`src/rtl/hsfc_pkg.sv`:
```
// ----------------------------------------------------------------------------
// hsfc_pkg
// Shared types, register indexes and the byte-wide CRC-32/MPEG-2 update for
// the header-synchronized frame checker.
// ----------------------------------------------------------------------------
`default_nettype none

package hsfc_pkg;

    localparam logic [31:0] CRC_POLY = 32'h04C1_1DB7;
    localparam logic [31:0] CRC_INIT = 32'hFFFF_FFFF;

    // configuration register indexes
    localparam logic [1:0] REG_HEADER_PATTERN = 2'd0;
    localparam logic [1:0] REG_CHECK_MODE     = 2'd1;
    localparam logic [1:0] REG_FRAME_LENGTH   = 2'd2;

    localparam logic [31:0] HEADER_PATTERN_RST = 32'hFE81_FF55;
    localparam logic        CHECK_MODE_RST     = 1'b0;
    localparam logic [7:0]  FRAME_LENGTH_RST   = 8'd36;

    localparam logic CHECK_CRC = 1'b0;
    localparam logic CHECK_SUM = 1'b1;

    typedef struct packed {
        logic [31:0] header_pattern;
        logic        check_mode;
        logic [7:0]  frame_length;
    } t_cfg;

    typedef struct packed {
        logic       check_ok;
        logic       frame_end;
        logic [7:0] frame_byte;
    } t_result;

    // MSB-first CRC update over one byte
    function automatic logic [31:0] crc_byte(input logic [31:0] crc, input logic [7:0] b);
        logic [31:0] c;
        c = crc ^ {b, 24'h000000};
        for (int k = 0; k < 8; k++) begin
            if (c[31]) begin
                c = {c[30:0], 1'b0} ^ CRC_POLY;
            end else begin
                c = {c[30:0], 1'b0};
            end
        end
        return c;
    endfunction

endpackage

`default_nettype wire

```
`src/rtl/hsfc_frame.sv`:
```
// ----------------------------------------------------------------------------
// hsfc_frame
// Header hunt, frame position tracking and CRC / sum trailer check. One byte
// is processed in the cycle it is accepted; the result goes to the output
// buffer.
// ----------------------------------------------------------------------------
`default_nettype none

module hsfc_frame #(
    parameter int HEADER_LENGTH = 4
) (
    input  wire logic             i_clk,
    input  wire logic             i_rst_n,
    input  wire logic             i_valid,
    input  wire logic [7:0]       i_byte,
    input  wire hsfc_pkg::t_cfg   i_cfg,
    output hsfc_pkg::t_result     o_res,
    output logic                  o_res_valid
);
    import hsfc_pkg::*;

    logic [2:0]  r_match,   n_match;
    logic        r_in_frame, n_in_frame;
    logic [7:0]  r_count,   n_count;
    logic [31:0] r_crc,     n_crc;
    logic [7:0]  r_sum,     n_sum;
    logic [31:0] r_trailer, n_trailer;

    logic [2:0] tlen;
    logic [8:0] min_len;
    logic [8:0] len;
    logic [8:0] body_end;
    logic [8:0] last_pos;
    logic [8:0] pos;
    logic [7:0] hdr_byte;
    logic [2:0] match_inc;

    always_comb begin
        case (r_match[1:0])
            2'd0:    hdr_byte = i_cfg.header_pattern[31:24];
            2'd1:    hdr_byte = i_cfg.header_pattern[23:16];
            2'd2:    hdr_byte = i_cfg.header_pattern[15:8];
            default: hdr_byte = i_cfg.header_pattern[7:0];
        endcase
    end

    assign tlen      = (i_cfg.check_mode == CHECK_SUM) ? 3'd1 : 3'd4;
    assign min_len   = 9'(HEADER_LENGTH) + {6'd0, tlen};
    assign len       = ({1'b0, i_cfg.frame_length} < min_len) ? min_len
                                                               : {1'b0, i_cfg.frame_length};
    assign body_end  = len - {6'd0, tlen};
    assign last_pos  = len - 9'd1;
    assign pos       = {1'b0, r_count};
    assign match_inc = r_match + 3'd1;

    always_comb begin
        n_match     = r_match;
        n_in_frame  = r_in_frame;
        n_count     = r_count;
        n_crc       = r_crc;
        n_sum       = r_sum;
        n_trailer   = r_trailer;
        o_res_valid = 1'b0;
        o_res       = '0;

        if (i_valid) begin
            if (!r_in_frame) begin
                if (r_match < 3'(HEADER_LENGTH) && i_byte == hdr_byte) begin
                    n_crc   = crc_byte(r_crc, i_byte);
                    n_sum   = r_sum + i_byte;
                    n_match = match_inc;
                    if (match_inc >= 3'(HEADER_LENGTH)) begin
                        n_in_frame = 1'b1;
                        n_count    = 8'(HEADER_LENGTH);
                    end
                end else begin
                    // drop the partial header and restart the hunt
                    n_match    = '0;
                    n_in_frame = 1'b0;
                    n_count    = '0;
                    n_crc      = CRC_INIT;
                    n_sum      = '0;
                    n_trailer  = '0;
                end
            end else begin
                o_res_valid      = 1'b1;
                o_res.frame_byte = i_byte;
                if (pos < body_end) begin
                    n_crc = crc_byte(r_crc, i_byte);
                    n_sum = r_sum + i_byte;
                end else begin
                    n_trailer = {r_trailer[23:0], i_byte};
                end

                if (pos >= last_pos) begin
                    o_res.frame_end = 1'b1;
                    if (i_cfg.check_mode == CHECK_SUM) begin
                        o_res.check_ok = (n_sum == n_trailer[7:0]);
                    end else begin
                        o_res.check_ok = (n_crc == n_trailer);
                    end
                    n_match    = '0;
                    n_in_frame = 1'b0;
                    n_count    = '0;
                    n_crc      = CRC_INIT;
                    n_sum      = '0;
                    n_trailer  = '0;
                end else begin
                    n_count = r_count + 8'd1;
                end
            end
        end
    end

    always_ff @(posedge i_clk) begin
        if (!i_rst_n) begin
            r_match    <= '0;
            r_in_frame <= 1'b0;
            r_count    <= '0;
            r_crc      <= CRC_INIT;
            r_sum      <= '0;
            r_trailer  <= '0;
        end else begin
            r_match    <= n_match;
            r_in_frame <= n_in_frame;
            r_count    <= n_count;
            r_crc      <= n_crc;
            r_sum      <= n_sum;
            r_trailer  <= n_trailer;
        end
    end

    a_match_bound: assert property (@(posedge i_clk) disable iff (!i_rst_n)
        r_match <= 3'(HEADER_LENGTH))
        else $error("header match count beyond header length");

    a_ok_on_end: assert property (@(posedge i_clk) disable iff (!i_rst_n)
        (o_res_valid && o_res.check_ok) |-> o_res.frame_end)
        else $error("check_ok raised without frame_end");

    a_count_in_frame: assert property (@(posedge i_clk) disable iff (!i_rst_n)
        r_in_frame |-> (r_count >= 8'(HEADER_LENGTH)))
        else $error("frame position behind the header while in frame");

    a_no_result_hunting: assert property (@(posedge i_clk) disable iff (!i_rst_n)
        !r_in_frame |-> !o_res_valid)
        else $error("result produced during header hunt");

endmodule

`default_nettype wire

```
`config.mk`:
```
export PLATFORM = sky130hd
export DESIGN_NAME = hsfc_frame
export DESIGN_NICKNAME = d
export VERILOG_FILES = /design/src/rtl/hsfc_pkg.sv /design/src/rtl/hsfc_frame.sv
export SDC_FILE = /design/constraint.sdc
export NUM_CORES = 1
export LEC_CHECK = 0
export BUFFER_PORTS_ARGS = -buffer_cell sky130_fd_sc_hd__buf_2
export CELL_PAD_IN_SITES_DETAIL_PLACEMENT = 0
export CELL_PAD_IN_SITES_GLOBAL_PLACEMENT = 2
export CORE_ASPECT_RATIO = 0.75
export CORE_MARGIN = 10
export CORE_UTILIZATION = 38
export DETAILED_ROUTE_END_ITERATION = 16
export HOLD_SLACK_MARGIN = 0.15
export PLACE_DENSITY_LB_ADDON = 0.3
export SYNTH_ARGS = -nofsm -noshare
export SYNTH_HDL_FRONTEND = slang
export SYNTH_SLANG_ARGS = --single-unit
```
`constraint.sdc`:
```
create_clock -name i_clk -period 7.5 [get_ports i_clk]
set_input_delay 1.5 -clock i_clk [delete_from_list [all_inputs] [get_ports i_clk]]
set_output_delay 1.5 -clock i_clk [all_outputs]
set_load 0.1 [all_outputs]
```
==> flow_summary.yaml, run 1 <==
clock_network:
  clkLatencyLatePin_ns: 0.35
  cts_num_sinks: 84
  h-tree-depth: 3
  tritoncts_clock_tree: "yes"
  clkTransAtPathRegs_ns: 0.06
  cts-hold-fix-buffers: 0
  cts.path.max_buffers: 2
  numCtsBuffers: 9
  cts.root.buffer_cell: "sky130_fd_sc_hd__clkbuf_16"
yosys:
  synth.yosys.seq_area_share_pct: 25.3
  post-synth-top-count-cell: "sky130_fd_sc_hd__xnor2_1"
  synth.top_cell.area_share_pct: 25.3
  yosysTopAreaCell: "sky130_fd_sc_hd__dfxtp_1"
  synthesis.area_um2: 6640
  synth_top_cells_by_area: "sky130_fd_sc_hd__dfxtp_1, sky130_fd_sc_hd__xnor2_1, sky130_fd_sc_hd__xor2_1"
  postSynth.topFlopCell: "sky130_fd_sc_hd__dfxtp_1"
  yosys.cell_types.count: 71
  async_reset_ff_share_pct: 0
  synth.top_cells.by_count: "sky130_fd_sc_hd__xnor2_1, sky130_fd_sc_hd__dfxtp_1, sky130_fd_sc_hd__nand2_1"
  postSynthCellCount: 744
  synth_warnings: 0
  synthesis.nets: 830
  average_footprint_of_a_synthesized_cell_um2: 8.92
  number_of_synthesized_flops_with_an_enable_pin: 0
  synth-seq-cells: 84
floorplan:
  io-pin-count: 63
  num_rows: 41
  placeableCoreArea_um2: 17000
  floorplan.initialDensity_pct: 39.1
  design.die.area_um2: 23200
  dieHeight_um: 134
  die-width_um: 173
detailed_routing:
  drtPass1Iterations: 8
  drt.antenna.violating_nets: 0
  first_iter_violations: 472
  wl_per_cell_um: 20.3
  postRouteWirelength_mm: 21.1
  drt-vias-per-instance: 5.58
  post-route-drc-count: 0
  routed-via-count: 5787
hold_path:
  hp-class: "reg2reg"
final_layout:
  post-route-util_pct: 45.1
  post_route_cells_drive_above_1_share_pct: 17.8
  post_layout_nets: 883
  area_growth_syn_to_layout_pct: 15.5
  fill_cells: 1681
  insertedDiodeCount: 0
sta:
  setup_violations: 0
  timing.final.max_slew_violations: 0
  timing_worst_slew_pin_value_ns: 1.02
  timing.max_slew.rel_slack_pct: 31.6
  timing.final.crit_share_pct: 97.8
  maxClockFrequency_mhz: 136
  hold_viol_final: 0
  clock-skew-final_ns: 0.00519
  final.setup.worst_slack_ns: 0.167
  final.min_clock_period_ns: 7.33
power:
  peakVddDrop_mv: 0.113
  swShare_pct: 39.7
  leakage_nw: 2.90
  power_share_of_the_sequential_group_pct: 27.9
  power_density_over_the_cells_nw_per_um2: 254
  clkPwrFrac_pct: 22.1
  power_switching_w: 0.000774
  combinationalPowerShare_pct: 50.0
  cellInternalPower_w: 0.00117
critical_path:
  worstSetupStartpointType: "input port"
  critPathSlowestCell: "sky130_fd_sc_hd__or3b_1"
  cp.required_ns: 6.00
  timing.critical_path.fanout_max: 6
  worst_ep_arrival_time_ns: 5.83
  crit_type: "in2out"
  critical_path.cell_chain: "buf_2 -> or3b_1 -> a31oi_2 -> nand2_2 -> mux2i_2 -> ha_2 -> ha_2 -> nor2b_1 -> nor3_2 -> nand2_1 -> xor2_1 -> ha_1 -> a211o_1 -> a2111oi_4 -> buf_4 -> nand2b_4 -> buf_4 -> nand4_1 -> o41ai_2 -> a32o_4 -> buf_12"
  endpoint_kind: "output port"
  cp_slowest_stage_delay_ns: 0.42
global_route:
  grt_pass1_vias: 5603
  grt_pass1_wl_mm: 32.9
  grt_remaining_overflow: 0
  grt_max_degree: 79
  globalRouteTotalUtil_pct: 17.8
  antenna_found_initial: 0
placement:
  dp_slack_ns: -0.204
  gp_congestion: 0.932
  post_dp_hpwl_mm: 15.5
  io_buffers: 62
run_status:
  status: "finished, final reports clean"
job:
  timing.max_cap.violations: 0
-- what timing repair did --
action,in CTS,in global routing
pin swaps,0,7
gates resized for setup,6,13
setup buffers,1,9
endpoints found under the setup margin,1,1
-- cell usage in the layout, fill, tap and decap left out, types with 12 or more instances in the layout --
cell type	instances
sky130_fd_sc_hd__dfxtp_1	84
sky130_fd_sc_hd__ha_1	30
sky130_fd_sc_hd__nor2b_1	41
sky130_fd_sc_hd__a22oi_1	34
sky130_fd_sc_hd__nor3_1	19
sky130_fd_sc_hd__nand2_1	70
sky130_fd_sc_hd__o32ai_1	13
sky130_fd_sc_hd__o22ai_1	20
sky130_fd_sc_hd__nand4_1	12
sky130_fd_sc_hd__a21oi_1	12
sky130_fd_sc_hd__buf_2	61
sky130_fd_sc_hd__buf_4	30
sky130_fd_sc_hd__inv_1	22
sky130_fd_sc_hd__xnor2_1	96
sky130_fd_sc_hd__xor2_1	55
sky130_fd_sc_hd__nor2_1	23
-- critical path, delay by kind of cell --
family	cells	cell delay [ns]
AOI/OAI and AO/OA	5	1.50
muxes	1	0.25
and+or+nand+nor	7	1.15
adders and majority gates	3	0.69
xor gates and xnor gates	1	0.15
buffers and inverters	4	0.58
-- power by group through the flow --
stage / clock, W / combinational, W / sequential, W
after global placement: 0 / 0.000942 / 0.000551
after detailed placement: 0 / 0.000942 / 0.000553
after floorplan: 0 / 0.000729 / 0.000539
after global routing: 0.000462 / 0.00104 / 0.000549
after CTS: 0.000444 / 0.000950 / 0.000543
final: 0.000431 / 0.000974 / 0.000544
-- registers in the layout, summed over array words and instances, names as in the netlist --
name,flops
r_trailer,32
r_match,3
r_sum,8
r_count,8
r_in_frame,1
r_crc,32
-- worst paths after layout --
check,start,cells after the start,end,slack [ns]
min,r_sum[7],2,r_sum[7],0.51
max reg2reg,r_match[0],11,r_crc[18],3.91
max,i_cfg[0],21,o_res[9],0.17
min reg2reg,r_sum[7],2,r_sum[7],0.51
-- metal layers --
| metal | part of all wire [%] | global-route usage [%] | up-vias |
|---|---|---|---|
| met1 | 51 | 25.6 | 2851 |
| met2 | 43 | 26.4 | 149 |
| met4 | 0.78 | 4.10 | 0 |
| met5 | 0 | 0 | - |
| li1 | - | - | 2774 |
| met3 | 5.7 | 3.70 | 13 |
-- logic make-up after synthesis --
logic type,after synthesis,synth area share [%]
mux,12,1.81
fa+ha+maj,34,6.52
buf+inv,73,4.54
simple gates,214,16.4
flops,84,25.3
xor+xnor,174,28.0
compound gates,153,17.4
-- area by class of cell --
type                            count  area [um^2]  area share (%)
Multi-Input combinational cell    587         4760            62.1
Inverter                           22         82.6            1.08
Tap cell                          236          295            3.85
Timing Repair Buffer               93          562            7.33
Sequential cell                    84         1680            21.9
Clock inverter                      3         21.3           0.278
Clock buffer                       13          260            3.40
-- stage by stage --
stage | instance area, um^2 | hold slack, ns | total power [W] | TNS, ns | std cells
6_report | 7660 | 0.509 | 0.00195 | 0 | 1038
5_1_grt | 7660 | 0.531 | 0.00205 | -0.0359 | 1038
4_1_cts | 7520 | 0.504 | 0.00194 | 0 | 1029
3_5_place_dp | 7220 | 0.497 | 0.00150 | -0.204 | 1012
3_3_place_gp | 7220 | 0.472 | 0.00149 | -0.130 | 1012
2_1_floorplan | 6650 | 0.461 | 0.00127 | 0 | 744
Power figures use the tool's default switching activity.
==> inputs of run 2 (changes only) <==
--- a/config.mk
+++ b/config.mk
@@ -5,12 +5,13 @@
 export SDC_FILE = /design/constraint.sdc
 export NUM_CORES = 1
 export LEC_CHECK = 0
+export ABC_AREA = 1
 export BUFFER_PORTS_ARGS = -buffer_cell sky130_fd_sc_hd__buf_2
 export CELL_PAD_IN_SITES_DETAIL_PLACEMENT = 0
 export CELL_PAD_IN_SITES_GLOBAL_PLACEMENT = 2
 export CORE_ASPECT_RATIO = 0.75
 export CORE_MARGIN = 10
-export CORE_UTILIZATION = 38
+export CORE_UTILIZATION = 32
 export DETAILED_ROUTE_END_ITERATION = 16
 export HOLD_SLACK_MARGIN = 0.15
 export PLACE_DENSITY_LB_ADDON = 0.3
==> run 2 against run 1 <==
  * Via count rose by 69%
  * Utilization fell by 5.9 points
  * Routed wire length rose by 63%
  * Design area rose by 33%
  * Global-route usage rose by 1.2 points
  * Clock power rose by 8.4%
  * Synthesized cell count rose by 100%
  * Clock-buffer cell count fell by 3
  * Critical path depth rose by 12
  * Total power fell by 13%
  * Non-clock buffer count rose by 20
  * Critical path type unchanged
==> flow_summary.yaml, run 2 <==
run_status:
  status: "finished, final reports clean"
critical_path:
  timing.reg2reg.worst_path_depth: 14
  worstSetupStartpointType: "input port"
  crit_path_max_delay_family: "simple AND/OR/NAND/NOR gates"
  regToRegSetupSlack_ns: 3.35
  critical_path_depth: 33
  critPathSlowestCell: "sky130_fd_sc_hd__ha_1"
  worst_ep_arrival_time_ns: 5.78
  crit_type: "in2out"
  timing.critical_path.from: "i_cfg[8]"
  timing.critical_path.fanout_max: 11
  critical_path_buf_inv_count: 6
  cp.required_ns: 6.00
  r2r-end: "r_trailer[2]"
  rr_startpoint: "r_match[0]"
  endpoint_kind: "output port"
  worst_setup_path_endpoint: "o_res[9]"
  cp_slowest_stage_delay_ns: 0.31
yosys:
  synth.top_cells.by_count: "sky130_fd_sc_hd__nand2_1, sky130_fd_sc_hd__inv_1, sky130_fd_sc_hd__nand3_1"
  synth-seq-cells: 84
  postSynthCellCount: 1503
  synth_top_cells_by_area: "sky130_fd_sc_hd__nand2_1, sky130_fd_sc_hd__dfxtp_1, sky130_fd_sc_hd__nand3_1"
  synthesis.nets: 1589
  postSynth.topFlopCell: "sky130_fd_sc_hd__dfxtp_1"
  post-synth-top-count-cell: "sky130_fd_sc_hd__nand2_1"
  synth.top_cell.area_share_pct: 29.8
  yosysTopAreaCell: "sky130_fd_sc_hd__nand2_1"
  synth.yosys.seq_area_share_pct: 19.7
  synth_warnings: 0
  async_reset_ff_share_pct: 0
  average_footprint_of_a_synthesized_cell_um2: 5.67
  number_of_synthesized_flops_with_an_enable_pin: 0
  synthesis.area_um2: 8520
  yosys.cell_types.count: 44
hold_path:
  hold_path_depth: 2
  hp-class: "reg2reg"
global_route:
  grt_max_degree: 84
  globalRouteTotalUtil_pct: 19.0
  grt_pass1_wl_mm: 51.2
  grt_pass1_vias: 8827
  antenna_found_initial: 0
  grt_remaining_overflow: 0
final_layout:
  post-route-util_pct: 39.2
  post_route_cells_drive_above_1_share_pct: 14.2
  area_growth_syn_to_layout_pct: 20.1
  post_layout_nets: 1642
  commonest_cells_after_routing_fill_and_taps_aside: "sky130_fd_sc_hd__nand2_1, sky130_fd_sc_hd__inv_1, sky130_fd_sc_hd__nand3_1"
  insertedDiodeCount: 0
  layout.cells.most_common: "sky130_fd_sc_hd__nand2_1"
  reg.largest.list: "r_crc x32, r_trailer x32"
  fill_cells: 2879
placement:
  dp_slack_ns: -0.204
  post_dp_hpwl_mm: 23.0
  gp_congestion: 0.859
  io_buffers: 62
clock_network:
  cts.root.buffer_cell: "sky130_fd_sc_hd__clkbuf_16"
  h-tree-depth: 3
  cts.path.max_buffers: 2
  cts_num_sinks: 84
  clkLatencyLatePin_ns: 0.37
  clkTransAtPathRegs_ns: 0.07
  tritoncts_clock_tree: "yes"
  numCtsBuffers: 9
power:
  leakage_nw: 5.14
  swShare_pct: 42.5
  peakVddDrop_mv: 0.125
  power_switching_w: 0.000722
  clkPwrFrac_pct: 27.4
  cellInternalPower_w: 0.000979
  power_share_of_the_sequential_group_pct: 28.3
  overall_power_after_layout_w: 0.00170
  power_density_over_the_cells_nw_per_um2: 166
  combinationalPowerShare_pct: 44.2
sta:
  timing_worst_slew_pin_value_ns: 0.800
  timing.setup.tns_ns: 0
  clock-skew-final_ns: 0.0120
  hold_viol_final: 0
  final.min_clock_period_ns: 7.28
  timing.final.max_slew_violations: 0
  timing.final.crit_share_pct: 97.1
  timing.max_slew.rel_slack_pct: 46.6
  setup_violations: 0
  final.setup.worst_slack_ns: 0.216
  maxClockFrequency_mhz: 137
floorplan:
  placeableCoreArea_um2: 26100
  io-pin-count: 63
  design.die.area_um2: 33600
  die-width_um: 208
  dieHeight_um: 161
  floorplan.initialDensity_pct: 32.6
  num_rows: 51
detailed_routing:
  routed-via-count: 9757
  drtPass1Iterations: 5
  post-route-drc-count: 0
  wl_per_cell_um: 18.0
  drt.antenna.violating_nets: 0
  drt-vias-per-instance: 5.12
  postRouteWirelength_mm: 34.4
  first_iter_violations: 680
job:
  timing.max_cap.violations: 0
-- run 2: changes by cell type in the layout (fill, tap and decap cells not counted), moves of 34 or more --
cell,delta
sky130_fd_sc_hd__nand2_1,+574
sky130_fd_sc_hd__inv_1,+116
sky130_fd_sc_hd__nand3_1,+99
sky130_fd_sc_hd__xnor2_1,-81
sky130_fd_sc_hd__a21oi_1,+61
sky130_fd_sc_hd__nor2b_1,-40
sky130_fd_sc_hd__a22oi_1,-34
-- run 2: tightest hold or removal path: stages (launching register included) --
cell	delay (ns)
sky130_fd_sc_hd__dfxtp_1	0.31
sky130_fd_sc_hd__nand2_1	0.06
sky130_fd_sc_hd__a21oi_1	0.06
-- run 2: stage by stage --
stage / hold WS (ns) / instances / area [um^2]
4_1_cts: 0.482 / 1887 / 9580
6_report: 0.480 / 1905 / 10200
3_3_place_gp: 0.466 / 1870 / 9230
2_1_floorplan: 0.445 / 1503 / 8530
5_1_grt: 0.506 / 1905 / 10200
3_5_place_dp: 0.473 / 1870 / 9230
-- run 2: area by class of cell --
type	count	area [um^2]	share of cell area, %
well taps	344	430	4.21
clock inverters	6	55.1	0.538
clock buffers	10	229	2.24
inverters	151	571	5.58
multi-input cells	1197	6230	60.9
repair buffers	113	1040	10.1
flip-flops and latches	84	1680	16.4
-- run 2: worst min-delay path by stage --
stage               endpoint  slack [ns]     startpoint
2_1_floorplan  r_trailer[27]        0.44  r_trailer[27]
3_3_place_gp   r_trailer[27]        0.47  r_trailer[27]
3_5_place_dp   r_trailer[27]        0.47  r_trailer[27]
4_1_cts        r_trailer[27]        0.48  r_trailer[27]
5_1_grt        r_trailer[23]        0.51  r_trailer[23]
6_report       r_trailer[27]        0.48  r_trailer[27]
-- run 2: per-layer routing --
layer / part of all wire [%] / GRT usage, % / wire length, um
met1: 52 / 27.8 / 17700
met2: 42 / 28.2 / 14400
met3: 5.1 / 2.93 / 1770
met4: 1.5 / 4.21 / 511
met5: 0 / 0 / 0
-- run 2: kinds of logic after synthesis --
logic type,synth area share [%]
compound gates,15.0
simple gates,42.0
flops,19.7
buf+inv,11.2
fa+ha+maj,5.08
xor+xnor,6.99
-- run 2: power groups by stage --
stage | registers, W | clock network [W] | logic [W]
2_1_floorplan | 0.000486 | 0 | 0.000477
3_3_place_gp | 0.000492 | 0 | 0.000665
3_5_place_dp | 0.000492 | 0 | 0.000663
4_1_cts | 0.000481 | 0.000481 | 0.000676
5_1_grt | 0.000484 | 0.000498 | 0.000842
6_report | 0.000482 | 0.000467 | 0.000752
-- run 2: what timing repair did --
action,CTS,global route
resized for setup,10,99
hold buffers,0,0
endpoints found under the setup margin,1,1
setup buffers,0,9
pin swaps,0,44
gates cloned,1,10
